==> src/rtl/pia_pkg.sv <==
// ----------------------------------------------------------------------------
// pia_pkg
// Types and constants shared by the pose interpolator modules.
// ----------------------------------------------------------------------------
package pia_pkg;

   // angle constants in Q3.13
   localparam int AngPi    = 25736;
   localparam int AngTwoPi = 51472;

   // register indexes of the configuration port
   localparam logic [2:0] REG_START_DELAY = 3'd0;
   localparam logic [2:0] REG_MIN_DELAY   = 3'd1;
   localparam logic [2:0] REG_MAX_DELAY   = 3'd2;
   localparam logic [2:0] REG_GAIN        = 3'd3;

   // register reset values
   localparam logic [19:0] START_DELAY_RST = 20'd100000;
   localparam logic [19:0] MIN_DELAY_RST   = 20'd50000;
   localparam logic [19:0] MAX_DELAY_RST   = 20'd250000;
   localparam logic [15:0] GAIN_RST        = 16'd9830;

   // item function codes
   localparam logic FUNC_PUSH  = 1'b0;
   localparam logic FUNC_QUERY = 1'b1;

   typedef enum logic [3:0] {
      ST_IDLE,
      ST_PUSH,
      ST_JIT_A,
      ST_JIT_B,
      ST_JIT_C,
      ST_GAP_A,
      ST_GAP_B,
      ST_GAP_C,
      ST_DELAY,
      ST_FRAC,
      ST_DIV,
      ST_LERP,
      ST_DONE
   } state_type;

   // divider handshake toward the sequencer
   typedef struct packed {
      logic        busy;
      logic        done;
      logic [15:0] quot;
   } div_status_type;

endpackage

==> src/rtl/pia_mul.sv <==
// ----------------------------------------------------------------------------
// pia_mul
// Shared signed multiplier with a registered product.
// ----------------------------------------------------------------------------
module pia_mul
   import pia_pkg::*;
(
   input  logic               clock,
   input  logic signed [40:0] op_a,
   input  logic signed [17:0] op_b,
   output logic signed [58:0] prod
);

   logic signed [58:0] prod_ff;
   logic signed [58:0] prod_in;

   // form the product
   assign prod_in = op_a * op_b;

   // register the product
   always_ff @(posedge clock) begin
      prod_ff <= prod_in;
   end

   assign prod = prod_ff;

endmodule

==> config.mk <==
export PLATFORM = sky130hd
export DESIGN_NAME = pia_mul
export DESIGN_NICKNAME = d
export VERILOG_FILES = /design/src/rtl/pia_pkg.sv /design/src/rtl/pia_mul.sv
export SDC_FILE = /design/constraint.sdc
export NUM_CORES = 2
export LEC_CHECK = 0
export BUFFER_PORTS_ARGS = -buffer_cell sky130_fd_sc_hd__buf_2
export CELL_PAD_IN_SITES_DETAIL_PLACEMENT = 1
export CELL_PAD_IN_SITES_GLOBAL_PLACEMENT = 1
export CORE_UTILIZATION = 46
export DETAILED_ROUTE_END_ITERATION = 7
export PLACE_DENSITY_LB_ADDON = 0.1
export SETUP_SLACK_MARGIN = 0.05
export SYNTH_ARGS = -nofsm -noshare
export SYNTH_HDL_FRONTEND = slang
export SYNTH_SLANG_ARGS = --single-unit
==> constraint.sdc <==
create_clock -name clock -period 6.06 [get_ports clock]
set_input_delay 0.606 -clock clock [delete_from_list [all_inputs] [get_ports clock]]
set_output_delay 0.606 -clock clock [all_outputs]
set_load 0.005 [all_outputs]
# [Yosys cells after proc, flatten, opt, wreduce, memory -nomap -nowiden]
# Index checks and enable logic that the tools add are counted.
[word_totals] register_bits=59 in_bits=60 elab_cells=2
[op_classes] mul=1
[ops] cell="multiplier 41 x 18 -> 59 bit" count=1

# [Longest topological paths before layout]
[depth] ltp_word=1 ltp_mapped=25 mapped_depth_nobuf=23

# [Least setup slack after synthesis]
# No wires, ideal clock.
[synth_timing] path_kind="in2reg" startpoint="input port op_a[17]" endpoint="register prod_ff[44] (netlist: prod[44])" arrival_ns=6.505 required_time_ns=5.940 path_slack_ns=-0.565 stages=22 path_buffers=3 cell_sequence="clkbuf_1 -> clkbuf_1 -> nand2_1 -> fa_1 -> fa_1 -> fa_1 -> inv_1 -> fa_1 -> fa_1 -> inv_1 -> fa_1 -> inv_1 -> ha_1 -> buf_2 -> nand4_2 -> or4_1 -> a211oi_2 -> nor3_2 -> a2111oi_4 -> nor2_2 -> o31a_1 -> xnor2_1"
[synth_between] elab_chain_len=1
[synth_lines] item="start: declaration" line="pia_mul.sv:9" source="input logic signed [40:0] op_a,"
[synth_lines] item="multiplier 41 x 18 -> 59 bit" line="pia_mul.sv:18" source="assign prod_in = op_a * op_b;"
[synth_lines] item="via prod_in[44]" line="pia_mul.sv:15" source="logic signed [58:0] prod_in;"
[synth_lines] item="end signal: assignment" line="pia_mul.sv:22" source="prod_ff <= prod_in;"
[synth_lines] item="end: declaration" line="pia_mul.sv:14" source="logic signed [58:0] prod_ff;"
# The timed path passes the listed nets, and every way through them passes these cells.

# [Worst setup path after layout]
[layout_timing] startpoint="input port op_a[4]" endpoint="register prod_ff[51] (netlist: prod[51])"
# Same word-level chain as after synthesis.

==> impl_metrics.toml <==
[logic_synthesis]
synth_fa_ha_area_frac = 0.6015
synth_simple_gate_area_frac = 0.1490
synth_area_um2 = 26090
ys_warn_count = 0
synth_mux_area_frac = 0
syn_avg_cell_area_um2 = 8.805
synth.ff_latch_count = 59
netlist-cell-type-count = 62
syn_nets = 3859
seq_area_frac_synth = 0.04527
synth_edf_count = 0
synth-main-ff-cell = "dfxtp_1"
netlist_instances = 2963
synth-xor-area-share = 0.01981
synth-compound-area-share = 0.04273
synth_top_family_by_area = "adder cells"
async_flop_share = 0

[worst_hold_path]
worstHoldStart = "op_b[0]"
holdPathEnd = "prod[0]"
hold_path_class = "in2reg"
hold_depth = 2

[timing]
period_minus_slack_ns = 6.376
setup_viol = 26
fmax_ghz = 0.1568
relSlewSlack = 0.6923
worst_pin_slew_ns = 0.4596
timing.final.max_slew_violations = 0
final_hold_viol_count = 0
timing.final.ws_setup_ns = -0.3161
min_period_over_period = 1.052
rsz0062_at_grt = "true"

[global_routing]
grt_pass1_vias = 24463
grt_max_degree = 27
gr-usage-all-layers = 0.3086
antenna_found_initial = 5
globalRouteOverflowTotal = 0
grt_pass1_wl_um = 134600

[floorplanning]
ios = 119
core_area_um2 = 55520
die_h_um = 240.2
dieArea_um2 = 57670
core.rowCount = 86
initial_core_util = 0.4699
die_w_um = 240.2

[final_layout]
largest_reg_flops = 59
finalNetCount = 4232
layout-drive-gt1-share = 0.2047
stdcell_count = 4090
final_common_cell = "inv_1"
syn2layout_area_growth_pct = 22.27
final_cell_mix = "inv_1 (817), fa_1 (682), nand2_1 (517)"

[critical_path]
criticalPathCategory = "in2reg"
worst_path_most_repeated_cell = "fa_1"
path_buf_inv = 7
required_ns = 6.33
crit_path_end_kind = "flop"
slowest_delay_ns = 0.59
cpLargestDelayFamily = "adder cells"
critical_path_peak_fanout = 7
cp-start-kind = "input pin"
crit_chain = "buf_6 -> buf_4 -> and2_1 -> fa_1 -> fa_1 -> fa_1 -> fa_1 -> fa_1 -> inv_1 -> fa_1 -> inv_1 -> ha_4 -> buf_4 -> and2_4 -> nand4_1 -> o211ai_1 -> a41oi_2 -> buf_12 -> buf_6 -> a21o_4 -> o31ai_4 -> a31oi_2 -> xnor2_1"
critPathArrivalTime_ns = 6.64
crit_path_top_delay_cell = "fa_1"

[route]
post_drt_wl_per_cell_um = 20.34
firstDrtPassIters = 5
drt_iter0_markers = 888
routed_wl_um = 83200
drtAntennaViolNets = 0
num_vias = 20584
drcViolationCount = 0
route.detailed.vias_per_inst = 5.033

[clocking]
cts_tree = "built"
htree_levels = 3
cts_buffer_depth = 2
clkSinkCount = 59
cts_hold_buf = 0
clk_pin_slew_ns = 0.07
cts_made_buffers = 9
root_buffer = "clkbuf_16"

[placement]
hpwlAfterDp_um = 71860
placed_cells = 4039
routabilityCongestion = 0.9511
port_buffers = 118

[status]
status = "complete, but fails checks"
violations = "setup timing"

[flow_run]
maxCapViolCount = 0
==> layer usage <==
layer,GRT usage,part of all wire,vias up
met5,0,0.00049,-
met4,0.08859,0.027,6
met3,0.03628,0.049,135
met2,0.5511,0.52,488
met1,0.3922,0.41,10863
li1,-,-,9092
==> what timing repair did <==
item / CTS / global route
setup buffers: 20 / 18
endpoints found under the setup margin: 34 / 32
pin swaps: 60 / 92
gates cloned: 0 / 1
resized for setup: 208 / 108
==> through the flow <==
step	cell area, um2	worst slack [ns]	TNS, ns	hold WS [ns]	util
floorplan	26660	-0.1743	-0.6191	0.7333	-
global placement	30080	-0.9097	-22.67	0.9815	0.5418
detailed placement	30080	-1.117	-26.57	0.9809	0.5418
CTS	31350	-0.2877	-3.904	0.5152	0.5647
global route	31900	-0.5115	-9.313	0.5350	0.5745
finish	31900	-0.3161	-5.027	0.5339	0.5745
==> kinds of logic after synthesis <==
| logic type | Yosys count |
|---|---|
| compound gates | 167 |
| flops | 59 |
| xor+xnor | 59 |
| simple gates | 858 |
| fa+ha+maj | 836 |
| buf+inv | 984 |
==> Yosys cell counts (12+ instances only) <==
master      n  area share
a21o_1     27      0.0078
a21oi_1    52       0.010
and2_1    205       0.049
clkbuf_1  144       0.021
dfxtp_1    59       0.045
fa_1      697        0.53
ha_1      139       0.067
inv_1     832        0.12
nand2_1   529       0.076
nand2b_1   12      0.0029
nand3_1    12      0.0023
nor2_1     61      0.0088
o21ai_0    30      0.0058
xnor2_1    43       0.014
xor2_1     16      0.0054
==> area by class of cell <==
cell class,instances,area [um2]
flip-flops and latches,59,1181
clock buffers,9,225.2
fillers,6460,23620
repair buffers,513,4250
inverters,833,3128
multi-input cells,1920,22080
well taps,748,935.9
clock inverters,7,92.59
diodes,1,2.502
==> how the worst max path moves through the flow <==
| stage | endpoint | cells past startpoint | slack (ns) | startpoint |
|---|---|---|---|---|
| after detailed placement | prod[57] | 26 | -1.12 | op_b[0] |
| after global routing | prod[39] | 27 | -0.51 | op_a[10] |
| after floorplan | prod[56] | 24 | -0.17 | op_a[7] |
| after global placement | prod[56] | 27 | -0.91 | op_b[0] |
| after CTS | prod[50] | 27 | -0.29 | op_b[3] |
| final | prod[51] | 23 | -0.32 | op_a[4] |
Power is not shown: default switching activity piles up to over one toggle a cycle in this logic, so the estimate is an artifact.
