$ cat src/rtl/pia_pkg.sv
// ----------------------------------------------------------------------------
// pia_pkg
// Types and constants shared by the pose interpolator modules.
// ----------------------------------------------------------------------------
package pia_pkg;

   // angle constants in Q3.13
   localparam int AngPi    = 25736;
   localparam int AngTwoPi = 51472;

   // register indexes of the configuration port
   localparam logic [2:0] REG_START_DELAY = 3'd0;
   localparam logic [2:0] REG_MIN_DELAY   = 3'd1;
   localparam logic [2:0] REG_MAX_DELAY   = 3'd2;
   localparam logic [2:0] REG_GAIN        = 3'd3;

   // register reset values
   localparam logic [19:0] START_DELAY_RST = 20'd100000;
   localparam logic [19:0] MIN_DELAY_RST   = 20'd50000;
   localparam logic [19:0] MAX_DELAY_RST   = 20'd250000;
   localparam logic [15:0] GAIN_RST        = 16'd9830;

   // item function codes
   localparam logic FUNC_PUSH  = 1'b0;
   localparam logic FUNC_QUERY = 1'b1;

   typedef enum logic [3:0] {
      ST_IDLE,
      ST_PUSH,
      ST_JIT_A,
      ST_JIT_B,
      ST_JIT_C,
      ST_GAP_A,
      ST_GAP_B,
      ST_GAP_C,
      ST_DELAY,
      ST_FRAC,
      ST_DIV,
      ST_LERP,
      ST_DONE
   } state_type;

   // divider handshake toward the sequencer
   typedef struct packed {
      logic        busy;
      logic        done;
      logic [15:0] quot;
   } div_status_type;

endpackage

$ cat src/rtl/pia_div.sv
// ----------------------------------------------------------------------------
// pia_div
// Restoring divider for the fraction: quot = floor(num * 65536 / span),
// one quotient bit per cycle, requires num < span.
// ----------------------------------------------------------------------------
module pia_div
   import pia_pkg::*;
(
   input  logic           clock,
   input  logic           reset,
   input  logic           start,
   input  logic [31:0]    num,
   input  logic [31:0]    span,
   output div_status_type status
);

   logic [31:0] rem_ff, rem_in;
   logic [15:0] quot_ff, quot_in;
   logic [31:0] span_ff, span_in;
   logic [3:0]  cnt_ff, cnt_in;
   logic        busy_ff, busy_in;
   logic        done_ff, done_in;
   logic [32:0] shifted;
   logic        fits;

   // one shift and compare step
   always_comb begin
      shifted = {rem_ff, 1'b0};
      fits    = (shifted >= {1'b0, span_ff});
      rem_in  = rem_ff;
      quot_in = quot_ff;
      span_in = span_ff;
      cnt_in  = cnt_ff;
      busy_in = busy_ff;
      done_in = 1'b0;
      if (start) begin
         rem_in  = num;
         span_in = span;
         quot_in = '0;
         cnt_in  = '0;
         busy_in = 1'b1;
      end else if (busy_ff) begin
         rem_in  = fits ? 32'(shifted - {1'b0, span_ff}) : shifted[31:0];
         quot_in = {quot_ff[14:0], fits};
         cnt_in  = cnt_ff + 4'd1;
         if (cnt_ff == 4'd15) begin
            busy_in = 1'b0;
            done_in = 1'b1;
         end
      end
   end

   // hold control state
   always_ff @(posedge clock) begin
      if (reset) begin
         busy_ff <= 1'b0;
         done_ff <= 1'b0;
         cnt_ff  <= '0;
      end else begin
         busy_ff <= busy_in;
         done_ff <= done_in;
         cnt_ff  <= cnt_in;
      end
   end

   // hold operands
   always_ff @(posedge clock) begin
      rem_ff  <= rem_in;
      quot_ff <= quot_in;
      span_ff <= span_in;
   end

   assign status.busy = busy_ff;
   assign status.done = done_ff;
   assign status.quot = quot_ff;

endmodule

$ cat config.mk
export PLATFORM = sky130hd
export DESIGN_NAME = pia_div
export DESIGN_NICKNAME = d
export VERILOG_FILES = /design/src/rtl/pia_pkg.sv /design/src/rtl/pia_div.sv
export SDC_FILE = /design/constraint.sdc
export NUM_CORES = 1
export LEC_CHECK = 0
export ABC_CLOCK_PERIOD_IN_PS = 9300
export BUFFER_PORTS_ARGS = -buffer_cell sky130_fd_sc_hd__buf_2
export CORE_UTILIZATION = 39
export CTS_BUF_LIST = sky130_fd_sc_hd__clkbuf_16
export CTS_CLUSTER_DIAMETER = 100
export DETAILED_ROUTE_END_ITERATION = 6
export GPL_TIMING_DRIVEN = 0
export PLACE_DENSITY = 0.58
export SETUP_SLACK_MARGIN = 0.5
export SLEW_MARGIN = 20
export SYNTH_ARGS = -nofsm -noshare
export SYNTH_HDL_FRONTEND = slang
export SYNTH_SLANG_ARGS = --single-unit
$ cat constraint.sdc
create_clock -name clock -period 9.3 [get_ports clock]
set_clock_uncertainty 0.2 [all_clocks]
set_input_delay 0.465 -clock clock [delete_from_list [all_inputs] [get_ports clock]]
set_output_delay 0.465 -clock clock [all_outputs]
set_load 0.02 [all_outputs]
; Word level (Yosys, flattened, before mapping)
; Cells that the tools add are included.
[classes]
addsub = 2
eq_ne = 1
bitwise = 1
n_mux = 7
magnitude_cmp = 1
n_reduce_logical = 3
[op_table]
columns = operator, n
row1 = 32-bit two-way mux, 3
row2 = 33-bit by 32-bit greater-or-equal comparator with 1-bit output, 1
row3 = 32-bit subtractor, 1
row4 = "4-bit by 1-bit adder with 4-bit output, second input constant", 1
row5 = "4-bit equality test, second input constant", 1
row6 = 1-bit two-way mux, 4
row7 = 3-bit OR reduction, 1
row8 = 2-bit nonzero test, 1
row9 = 2-bit OR reduction, 1
row10 = 1-bit NOT, 1
[word_totals]
out_inout_bits = 18
register_bits = 86
word_cells = 21

; Logic depth before layout (Yosys ltp)
[logic_depth]
depth_word = 4
mapped_depth = 13
ltp_nobuf = 12

; Worst setup path before layout
; Ideal clock, no wire load.
[synth_path]
path_kind = flip-flop to flip-flop
startpoint = register rem_ff[17]
endpoint = register rem_ff[10] (data pin)
setup_ns = 0.260
arrival_ns = 2.824
setup_slack_ns = 6.016
stages_incl_launch_ff = 12
required_time_ns = 8.840
path_cell_list = edfxtp_1 ha_1 a21o_1 o21bai_1 or3_1 a211oi_2 nor4_2 o21ai_4 nand2_4 buf_6 mux2_4 mux2_2
[synth_between]
elab_chain_cells = 4
[synth_lines]
columns = element, line
row1 = start: declaration, pia_div.sv:17  ; logic [31:0] rem_ff, rem_in;
row2 = start signal: assignment, pia_div.sv:68  ; rem_ff <= rem_in;
row3 = 33-bit by 32-bit greater-or-equal comparator with 1-bit output, pia_div.sv:29  ; fits = (shifted >= {1'b0, span_ff});
row4 = 32-bit two-way mux, pia_div.sv:43  ; rem_in = fits ? 32'(shifted - {1'b0, span_ff}) : shifted[31:0];
row5 = 32-bit two-way mux, pia_div.sv:42  ; end else if (busy_ff) begin
row6 = 32-bit two-way mux, pia_div.sv:36  ; if (start) begin
row7 = via rem_in[10], pia_div.sv:17
; The timed path passes the listed nets, and every way through them passes these cells. The select of a mux whose other input is x is not followed.
; A chain may end at the register's enable or synchronous reset.

; Worst setup path in the final report
[layout_path]
startpoint = register rem_ff[5]
endpoint = register rem_ff[16] (data pin)
[layout_between]
elab_chain_cells = 4
word_cells_on_any_way = 5
classes_between = 1 x add/sub / 1 x order compare / 3 x mux
[layout_lines]
columns = element, line
row1 = 32-bit subtractor or 33-bit by 32-bit greater-or-equal comparator with 1-bit output (tied branches), "pia_div.sv:43, pia_div.sv:29"
row2 = 32-bit two-way mux *, pia_div.sv:43
row3 = 32-bit two-way mux *, pia_div.sv:42
row4 = 32-bit two-way mux *, pia_div.sv:36
row5 = via rem_in[16], pia_div.sv:17
; Mark *: on every way through the listed nets, which the timed path passes. The rest lies on a longest branch. The select of a mux whose other input is x is not followed.

==> results.md <==
- Setup bufs post-CTS: 0
- Buf/Inv on CP: 0
- Sequential area share after synthesis: 43.6%
- Slew margin rel.: 41.1%
- Initial antenna violation count: 0
- RSZ-0062 raised after global routing: false
- Final hold violation count: 0
- Setup TNS Final: 0 ns
- Clock Pin Slew Worst Setup and Hold Paths: 0.08 ns
- Max Slew Vio Count: 0
- Vias in the first global route: 4,100
- Count of flip-flops with a built-in enable after synthesis: 64
- Clock Tree Root: clkbuf_16
- Effective utilization at floorplan: 40.4%
- Avg WL per Cell: 15.5 um
- Top delay family on crit path: compound AO/OA/AOI/OAI gates
- Max_cap viols: 0
- Post-Route Utilization: 47.4%
- Fillers: 1,281
- Clock latency on the worst-skew pair: 0.36 ns
- CTS sink cnt: 86
- Crit-path max FO: 10
- Flip-flop and latch area: 2360 sq um
- Power, Total: 1.65 mW
- Largest net degree at the start of global routing: 34
- Non-Filler Instances: 797
- Critical Path Max Stage Delay: 0.46 ns
- Worst VDD drop: 0.154 mV
- Hold_ws: 0.0778 ns
- PostCTS Resize Cnt: 0
- Critical Path RT: 9.20 ns
- Critical path arrival: 3.62 ns
- Buffer depth of the longest clock path: 2
- Nets: 717
- Final count of negative-setup-slack endpoints: 0
- First-iteration detailed-routing DRC count: 199
- R2R Setup Slk: 5.58 ns
- Drt pass-1 iters: 5
- Syn Nets: 622
- First-pass GRT wire length: 20.4 mm
- H-tree levels: 3
- Outcome: complete, no violations
- Least-Margin Pin Slew: 0.884 ns
- Chip Width: 120 um
- Crit path max-delay cell type: nor2_2
- Mapped cell area: 5420 sq um
- Logic pwr share: 45.7%
- CTS tree: yes
- Vias/cell: 5.20
- Switching power of the nets: 0.602 mW
- Final WL: 12.4 mm
- Die H: 120 um
- Area occupied by multi-input gates: 2790 sq um
- Internal power: 1.04 mW
- Top_reg_cell synth: edfxtp_1
- Number of port buffers: 84
- Final HPWL DP: 8.98 mm
- Switching power share of the total: 36.5%
- Rows: 42
- Reg power frac: 31.9%
- Syn Area/Cell: 10.4 sq um
- Detail Route Antenna Nets: 0
- Hold Crit Class: input pin to flip-flop
- GPL Wtd Cong: 0.863
- Die Area: 14,400 sq um
- Kind of critical path: flip-flop to flip-flop
- Crit. End Element: flip-flop
- #FFs+latches synth: 86
- # DRC: 0
- Fmax: 269 MHz
- Yosys warnings: 0
- Leakage: 2.80 nW
- Pwr/cell area: 259 nW/um^2
- Total gr overflow: 0
- Ant diodes: 0
- Crit path launch type: flip-flop
- CP Cell Sequence: ha_1, a211oi_1, o21bai_1, a21o_1, a211oi_2, nor4_2, o21a_1, nor2_2, o31ai_1, mux2_1
- Layout cells sized above 1: 24.0%
- I/O pin total: 85
- Asr flop ratio synth: 0%
- Core ar.: 13,400 sq um
- Final Cycle Share: 40.0%
- Via count: 4,145
- Synth-to-Final Area Change: 17.3%
- Minimum clock period after layout: 3.72 ns
- Post-Syn Instances: 521
- Clock share of power: 22.4%
- Hold_buf cts: 0
- GRT Util Overall: 18.3%
- CTS buffer count: 9
- Unique masters post-synth: 60
- Placed Cells incl. Taps: 781
==> state kept, by name, indices dropped and copies added (netlist names) <==
register and flops:
rem_ff 32, span_ff 32, quot_ff 16, cnt_ff 4
busy_ff 1, done_ff 1
==> path summary, 6_finish.rpt <==
check / startpoint / to / cells after the start
setup / recovery: rem_ff[5] / rem_ff[16] / 10
hold / removal: span[10] / span_ff[10] / 1
setup reg to reg: rem_ff[5] / rem_ff[16] / 10
hold reg to reg: quot_ff[14] / quot_ff[14] / 2
==> Yosys cell counts (all sizes together), types with 2 or more instances <==
cell	number	area (sq um)
nor2b	7	43.8
and4	3	26.3
clkbuf	15	56.3
mux2	40	492
nor3	9	45.0
nand2b	5	31.3
or3	2	12.5
ha	33	413
o21ai	21	116
nand3b	2	15.0
nor2	43	164
buf	6	52.5
o31ai	5	37.5
a31oi	3	25.0
or2	3	18.8
dfxtp	22	440
a211oi	9	72.6
o21bai	7	52.6
a21o	18	135
nor4	3	25.0
mux2i	19	190
o41ai	2	17.5
nand3	12	60.1
a21oi	46	245
o211ai	2	15.0
nand4	5	31.3
inv	42	158
xnor2	17	149
o21a	4	30.0
edfxtp	64	1920
nand2	29	116
xor2	9	78.8
==> kinds of logic (layout without fill, tap and decap cells) <==
group	Yosys count	in the layout	share of synthesized area, %
and+or+nand+nor	127	127	11.4
adders and majority gates	34	34	7.99
xor gates and xnor gates	26	26	4.20
muxes	59	59	12.6
buffers and inverters	63	163	4.92
AOI/OAI and AO/OA	126	126	15.2
DFF	86	86	43.6
==> layer usage <==
metal	wire, um	part of all wire [%]	vias to the layer above	track usage (%)
li1	-	-	2085	-
met1	6080	49	1946	24.5
met2	5520	45	106	29.3
met3	636	5.1	8	5.23
met4	112	0.91	0	4.06
met5	0	0	-	0
==> cell usage in the layout, fill, tap and decap left out, types with 3 or more instances in the layout <==
master     instances
buf_2             84
edfxtp_1          64
a21oi_1           44
inv_1             42
nor2_1            42
ha_1              33
nand2_1           28
mux2_2            22
dfxtp_1           22
mux2i_1           19
a21o_1            18
xnor2_1           17
clkbuf_1          15
nand3_1           12
o21ai_0           12
mux2_4            11
nor3_1             9
xor2_1             9
clkbuf_16          9
a211oi_1           8
o21ai_1            8
o21bai_1           7
nor2b_1            7
mux2_1             7
nand4_1            5
nand2b_1           5
o31ai_1            5
o21a_1             4
buf_6              3
and4_1             3
==> stage by stage <==
stage | cell area, sq um | worst slack [ns]
final | 6360 | 5.58
after floorplan | 5420 | 6.02
after CTS | 6360 | 5.53
after detailed placement | 6060 | 5.57
after global placement | 6060 | 5.54
after global routing | 6360 | 5.34
==> layout make-up <==
class | count | share of cell area (%)
Clock buffer | 9 | 3.54
Buffer | 21 | 1.71
Sequential cell | 86 | 37.2
Multi-Input combinational cell | 372 | 43.9
Clock inverter | 7 | 1.16
Tap cell | 176 | 3.46
Inverter | 42 | 2.48
Timing Repair Buffer | 84 | 6.61
==> power by group through the flow <==
stage	Clock (mW)	Combinational, mW	Sequential, mW
floorplan	0	0.608	0.523
global placement	0	0.738	0.532
detailed placement	0	0.747	0.532
CTS	0.379	0.752	0.526
global route	0.395	0.838	0.534
finish	0.369	0.752	0.526
(Power assumes the default switching activity.)
